**src/rtl/aes_pkg.sv**
```systemverilog
`timescale 1ns / 1ps
// ----------------------------------------------------------------------------
// aes_pkg
// shared types, constants and byte functions of the aes block cipher core
// ----------------------------------------------------------------------------
package aes_pkg;

  localparam int unsigned BlockW = 64;
  localparam int unsigned KeyW   = 64;
  localparam int unsigned CfgIdxW = 3;
  localparam int unsigned RkDepth = 60;
  localparam int unsigned RkAddrW = 6;

  typedef enum logic [CfgIdxW-1:0] {
    REG_KEY_MODE = 3'd0,
    REG_KEY_0    = 3'd1,
    REG_KEY_1    = 3'd2,
    REG_KEY_2    = 3'd3,
    REG_KEY_3    = 3'd4
  } cfg_reg_e;

  typedef enum logic [1:0] {
    MODE_128 = 2'd0,
    MODE_192 = 2'd1,
    MODE_256 = 2'd2,
    MODE_UNUSED = 2'd3
  } key_mode_e;

  localparam logic OP_ENC = 1'b0;
  localparam logic OP_DEC = 1'b1;

  function automatic logic [7:0] xtime(input logic [7:0] a);
    xtime = {a[6:0], 1'b0} ^ (a[7] ? 8'h1b : 8'h00);
  endfunction

  function automatic logic [7:0] gf_mul(input logic [7:0] a, input logic [7:0] b);
    logic [7:0] acc;
    logic [7:0] p;
    acc = 8'h00;
    p = a;
    for (int i = 0; i < 8; i++) begin
      if (b[i]) acc = acc ^ p;
      p = xtime(p);
    end
    gf_mul = acc;
  endfunction

  // inverse by a^254, built once per table entry at elaboration
  function automatic logic [7:0] gf_inv(input logic [7:0] a);
    logic [7:0] r;
    logic [7:0] base;
    logic [7:0] e;
    r = 8'h01;
    base = a;
    e = 8'd254;
    for (int i = 0; i < 8; i++) begin
      if (e[i]) r = gf_mul(r, base);
      base = gf_mul(base, base);
    end
    gf_inv = (a == 8'h00) ? 8'h00 : r;
  endfunction

  function automatic logic [7:0] affine(input logic [7:0] x);
    affine = 8'h63 ^ x ^ {x[6:0], x[7]} ^ {x[5:0], x[7:6]} ^ {x[4:0], x[7:5]}
             ^ {x[3:0], x[7:4]};
  endfunction

  typedef logic [7:0] sbox_t [256];

  function automatic sbox_t build_fwd();
    sbox_t t;
    for (int i = 0; i < 256; i++) t[i] = affine(gf_inv(i[7:0]));
    return t;
  endfunction

  function automatic sbox_t build_inv();
    sbox_t t;
    logic [7:0] y;
    for (int i = 0; i < 256; i++) begin
      y = affine(gf_inv(i[7:0]));
      t[y] = i[7:0];
    end
    return t;
  endfunction

  localparam sbox_t SboxFwd = build_fwd();
  localparam sbox_t SboxInv = build_inv();

  function automatic logic [31:0] subst_word(input logic [31:0] w);
    subst_word = {SboxFwd[w[31:24]], SboxFwd[w[23:16]], SboxFwd[w[15:8]], SboxFwd[w[7:0]]};
  endfunction

endpackage

```
**src/rtl/aes_rk_mem.sv**
```systemverilog
`timescale 1ns / 1ps
// ----------------------------------------------------------------------------
// aes_rk_mem
// round-key store: one write port, one read port, registered read data
// ----------------------------------------------------------------------------
module aes_rk_mem (
  input  logic                        clk_i,
  input  logic                        we_i,
  input  logic [aes_pkg::RkAddrW-1:0] waddr_i,
  input  logic [127:0]                wdata_i,
  input  logic [aes_pkg::RkAddrW-3:0] raddr_i,
  output logic [127:0]                rdata_o
);
  import aes_pkg::*;

  // one row holds the four words of a round key
  localparam int unsigned Rows = RkDepth / 4;

  logic [127:0] mem_q [Rows];

  // row write, word-aligned rows only
  always_ff @(posedge clk_i) begin
    if (we_i) mem_q[waddr_i[RkAddrW-1:2]] <= wdata_i;
  end

  // registered read
  always_ff @(posedge clk_i) begin
    rdata_o <= mem_q[raddr_i];
  end
endmodule

```
**config.mk**
```make
export PLATFORM = sky130hd
export DESIGN_NAME = aes_rk_mem
export DESIGN_NICKNAME = d
export VERILOG_FILES = /design/src/rtl/aes_pkg.sv /design/src/rtl/aes_rk_mem.sv
export SDC_FILE = /design/constraint.sdc
export NUM_CORES = 2
export LEC_CHECK = 0
export ABC_AREA = 1
export BUFFER_PORTS_ARGS = -buffer_cell sky130_fd_sc_hd__buf_4
export CORE_MARGIN = 2
export CORE_UTILIZATION = 45
export CTS_CLUSTER_SIZE = 20
export DETAILED_ROUTE_END_ITERATION = 6
export GPL_TIMING_DRIVEN = 1
export PLACE_DENSITY = 0.72
export SYNTH_ARGS = -nofsm -noshare
export SYNTH_HDL_FRONTEND = slang
export SYNTH_SLANG_ARGS = --single-unit
```
**constraint.sdc**
```tcl
create_clock -name clk_i -period 8.8 [get_ports clk_i]
set_input_delay 0.44 -clock clk_i [delete_from_list [all_inputs] [get_ports clk_i]]
set_output_delay 0.44 -clock clk_i [all_outputs]
set_load 0.03 [all_outputs]
```
### After elaboration in Yosys (flattened, before gate mapping)

Memory sizes are Yosys's and may differ from the RTL's. A register that Yosys moved wholly into a read port is not among the register bits.
Cells that the tools add are included.

| cells by class | value |
|---|---|
| add/sub/neg operators | 0 |
| multiply operators | 0 |
| divide/modulo/power cells | 0 |
| $lt $le $gt $ge | 0 |
| equality and inequality tests | 0 |
| shift operators | 0 |
| mux-type cells | 2 |
| bitwise logic cells | 0 |
| reductions and logical operators | 0 |

Operators with widths:

| cell | number |
|---|---|
| $mux 1 | 2 |

| word-level totals | value |
|---|---|
| register bits | 0 |
| bits in latches | 0 |
| bits in writable memories | 1920 |
| bits in read-only memories | 0 |
| bits of input ports | 140 |
| output and inout bits | 128 |
| memories | 1 |

Memory list:

| name | depth | bits a word | read ports | clocked after Yosys merged registers in | write ports | line | text |
|---|---|---|---|---|---|---|---|
| mem_q | 15 | 128 | 1 | 1 | 1 | aes_rk_mem.sv:19 | `logic [127:0] mem_q [Rows];` |

### Logic depth before layout (Yosys ltp)

| depth | value |
|---|---|
| word-level depth | 2 |
| depth in mapped cells | 11 |
| mapped depth without buffers | 8 |

### Least setup slack after synthesis

No wires, ideal clock.

| timing path | value |
|---|---|
| path type | input port to flip-flop |
| from | in waddr_i[4] in the netlist's numbering |
| to | mem mem_q[10][0] (enable) |
| setup time | 0.617 ns |
| arrival time | 5.974 ns |
| data required time | 8.183 ns |
| setup slack | 2.209 ns |
| cell stages on the path | 2 |
| path buffers | 0 |
| path through | nand3b_1 nor2_1 |

RTL lines:

| what | line | text |
|---|---|---|
| start: declaration | aes_rk_mem.sv:9 | `input logic [aes_pkg::RkAddrW-1:0] waddr_i,` |
| end: declaration | aes_rk_mem.sv:19 |  |

No word-level cell before the write port.

==> results list <==
- After global routing the overflow that remains totals 0.
- Dividing the detail-routed via count by the number of cells gives 5.307.
* Horizontal die dimension: roughly 430 µm
- Cell area after layout: roughly 93000 µm²
- The detail route stage leaves a number of antenna-violating nets equal to 0.
- For this design the static power due to leakage is 35.87 nW.
- Site row count: between 150 and 200
- Aggregate negative setup slack: 0 ns
- Router iterations before antenna repair: 6
- Port buffering added 265 buffers.
- CTS built an H-tree with a depth of 4.
- Cells with a size suffix above 1 make up under 10% of the layout.
* Number of design rule violations left after detail routing: 0
- Across every metal layer, demand over resource in global routing totals 21.63%.
* Fin. Hold Viols: 0
* Detailed-route wire length: 201.6 mm
* Worst setup SP type: input port
- Clk_lat worst skew: 0.82 ns
* Worst Max-Slew Pin Slew: about 1.3 ns
- Worst setup EP type: register
* Seq/Total Area, Yosys: 74.48%
* Initial antenna violation count: 36
- Setup repair after global routing left no endpoint under its margin.
- The synthesized design contains 2048 register bits.
- The number of pins with negative max-slew slack in the final report is 0.
- After clock tree synthesis, the clock-pin slew on the worst setup and hold paths is 0.06 ns.
- Via count of the first global-routing pass: 50680
* Top-level port count: 268
- Number of buffers on the longest clock path: 3
* Library cell used as clock root buffer: sky130_fd_sc_hd__clkbuf_16
- After synthesis, the netlist uses 18 different library cells.
* Peak supply drop: 0.1811 mV
- Initial DRC Count: between 5000 and 6000
* Data arrival time of the worst path: 3.78 ns
* Kind of critical path: input port to register
- Standard cell with the maximum stage delay on the critical path: sky130_fd_sc_hd__buf_4
- Initial core utilization: 45.32%
- Post-detailed-placement half-perimeter wirelength: 94.08 mm
- Setup violations remaining at the end of the flow were counted as 0.
- Across the run, the number of max-cap violations was 0.
* DR WL/cell: 20.54 µm
* Area of the die: 183100 µm²
- The layout has 14670 filler cells.
* Number of post-CTS setup repair buffers: 0
- Clock skew on the completed layout was measured at 0.03664 ns.
- For this run, the post-layout net count is 7408.
* Max-slew headroom at the worst pin: about an eighth
* Vias post-DR: 52080
- Data on the critical path is required at its endpoint by ~9.6 ns.
* Register-to-Register Path Depth: 8
* Min cycle time layout: 3.022 ns
- Longest individual stage delay on the worst path: roughly 0.85 ns
- Synth Instances: 6999
- Status: completed
- Global-route wire length before repair: 303.8 mm
* Cell area after synthesis: between 80000 and 90000 µm²
* Instance count along the most critical hold path: 5
* Post-route fraction of the period consumed by the critical path: 34.34%
- Max Fclk: roughly 0.33 GHz
- Buffers inserted during clock tree synthesis total 200.
* Synthesized net count: just over 7000
- Hold is met by 0.1978 ns.
- Walking the worst path, the cells encountered are buf_8, inv_16, buf_4, buf_4, nand2_1, nand3_1, nand3_1, nand2_1, nand2_1, nand2_1.
* Maximum net fanout on the critical path: around 230
- Area inside the core boundary: 178400 µm²
* Syn avg cell area: 11.55 µm²
- Vertical die dimension: 427.9 µm
- Compared with the post-synthesis result, the final layout area differs by 14.93%.
* Pwr dens: 229.5 nW/µm²
* Instance area at placement: 84660 µm²
- CTS tree: built
* Largest net degree at the start of global routing: 233
* Most frequent CP cell: sky130_fd_sc_hd__nand2_1
- At the end of routability-driven placement, the weighted congestion stood at 0.7574.
* Yosys synthesis warning count: 0
- Hold Path Class: input port to register
- Clock net sink count: 2048
layout by cell type (no fill, tap or decap), types with 5 or more instances in the layout:
master	n
sky130_fd_sc_hd__clkinv_2	30
sky130_fd_sc_hd__or2_2	20
sky130_fd_sc_hd__buf_12	14
sky130_fd_sc_hd__clkbuf_1	46
sky130_fd_sc_hd__clkinvlp_4	5
sky130_fd_sc_hd__bufinv_16	27
sky130_fd_sc_hd__dlygate4sd3_1	129
sky130_fd_sc_hd__buf_4	316
sky130_fd_sc_hd__diode_2	14
sky130_fd_sc_hd__dfxtp_1	128
sky130_fd_sc_hd__edfxtp_1	1920
sky130_fd_sc_hd__nand2_1	2771
sky130_fd_sc_hd__nand3_1	1176
sky130_fd_sc_hd__clkinv_1	28
sky130_fd_sc_hd__inv_16	6
sky130_fd_sc_hd__nor2_4	15
sky130_fd_sc_hd__inv_6	5
sky130_fd_sc_hd__nor2_1	227
sky130_fd_sc_hd__clkbuf_8	22
sky130_fd_sc_hd__o21ai_0	6
sky130_fd_sc_hd__inv_1	333
sky130_fd_sc_hd__clkbuf_16	201
worst paths after layout:
check | from | endpoint | slack, ns
max | raddr_i[0] | rdata_o[14] | 5.78
min | raddr_i[1] | rdata_o[15] | 0.20
max reg2reg | mem_q[10][13] | rdata_o[13] | 7.54
min reg2reg | mem_q[14][125] | rdata_o[125] | 0.56
power by group:
part	switching, mW	internal [mW]	total (mW)
sequential	0.0860	10.9	11.0
combinational	1.00	0.416	1.42
clock	3.71	5.21	8.92
cells in the mapped netlist:
cell	count	area (µm²)
sky130_fd_sc_hd__buf_1	32	120.1
sky130_fd_sc_hd__buf_2	242	1211
sky130_fd_sc_hd__buf_4	39	292.8
sky130_fd_sc_hd__buf_6	7	78.83
sky130_fd_sc_hd__buf_8	1	15.01
sky130_fd_sc_hd__clkbuf_1	75	281.5
sky130_fd_sc_hd__dfxtp_1	128	2562
sky130_fd_sc_hd__edfxtp_1	1920	57660
sky130_fd_sc_hd__inv_1	334	1254
sky130_fd_sc_hd__inv_2	2	7.510
sky130_fd_sc_hd__inv_4	1	6.260
sky130_fd_sc_hd__nand2_1	2771	10400
sky130_fd_sc_hd__nand3_1	1176	5886
sky130_fd_sc_hd__nand3b_1	2	15.01
sky130_fd_sc_hd__nor2_1	242	908.4
sky130_fd_sc_hd__o21ai_0	6	30.03
sky130_fd_sc_hd__o21ai_1	1	5.000
sky130_fd_sc_hd__or2_2	20	125.1
state kept, by name, indices dropped and copies added (netlist names):
register / count
mem_q: 1920
rdata_o: 128
stage by stage:
step / util (%) / total power, mW / worst slack, ns / instances
3_3_place_gp: 47.45 / 12.51 / 4.986 / 9292
5_1_grt: 52.07 / 21.96 / 5.596 / 9805
2_1_floorplan: - / 12.01 / 2.209 / 6999
6_report: 52.08 / 21.32 / 5.778 / 9813
4_1_cts: 52.06 / 21.45 / 5.858 / 9799
3_5_place_dp: 47.45 / 12.55 / 4.976 / 9292
layout make-up:
type                    count  area (µm²)  share of cell area (%)
diodes                     14       35.03                 0.03770
multi-input cells        4218       17480                   18.81
clock buffers             268        5492                   5.910
inverters                 337        1301                   1.400
well taps                2355        2947                   3.171
flip-flops and latches   2048       60220                   64.80
repair buffers            463        3999                   4.303
clock inverters           110        1453                   1.563
critical path: cells and delay by family:
kind	cells	cell delay (ns)
and+or+nand+nor	6	0.69
buffers and inverters	4	2.51
logic make-up (layout without fill, tap and decap cells):
group | count (synthesis) | after routing | share of synthesized area [%]
AND/OR/NAND/NOR | 4211 | 4211 | 21.44
flip-flops | 2048 | 2048 | 74.48
buffers and inverters | 733 | 1178 | 4.040
AO/OA/AOI/OAI | 7 | 7 | 0.04332
other | 0 | 14 | 0
routing by layer:
metal	wire length, µm	share of wire (%)	track usage, %
met3	16610	8.2	3.481
met1	81930	41	29.04
met4	5462	2.7	6.697
met2	97400	48	36.23
met5	206	0.10	0
timing repair:
item,CTS,global route
gates resized for setup,0,0
hold buffers,129,0
endpoints found under the hold margin,1938,0
Note: power is estimated with default switching activity, not from simulation.
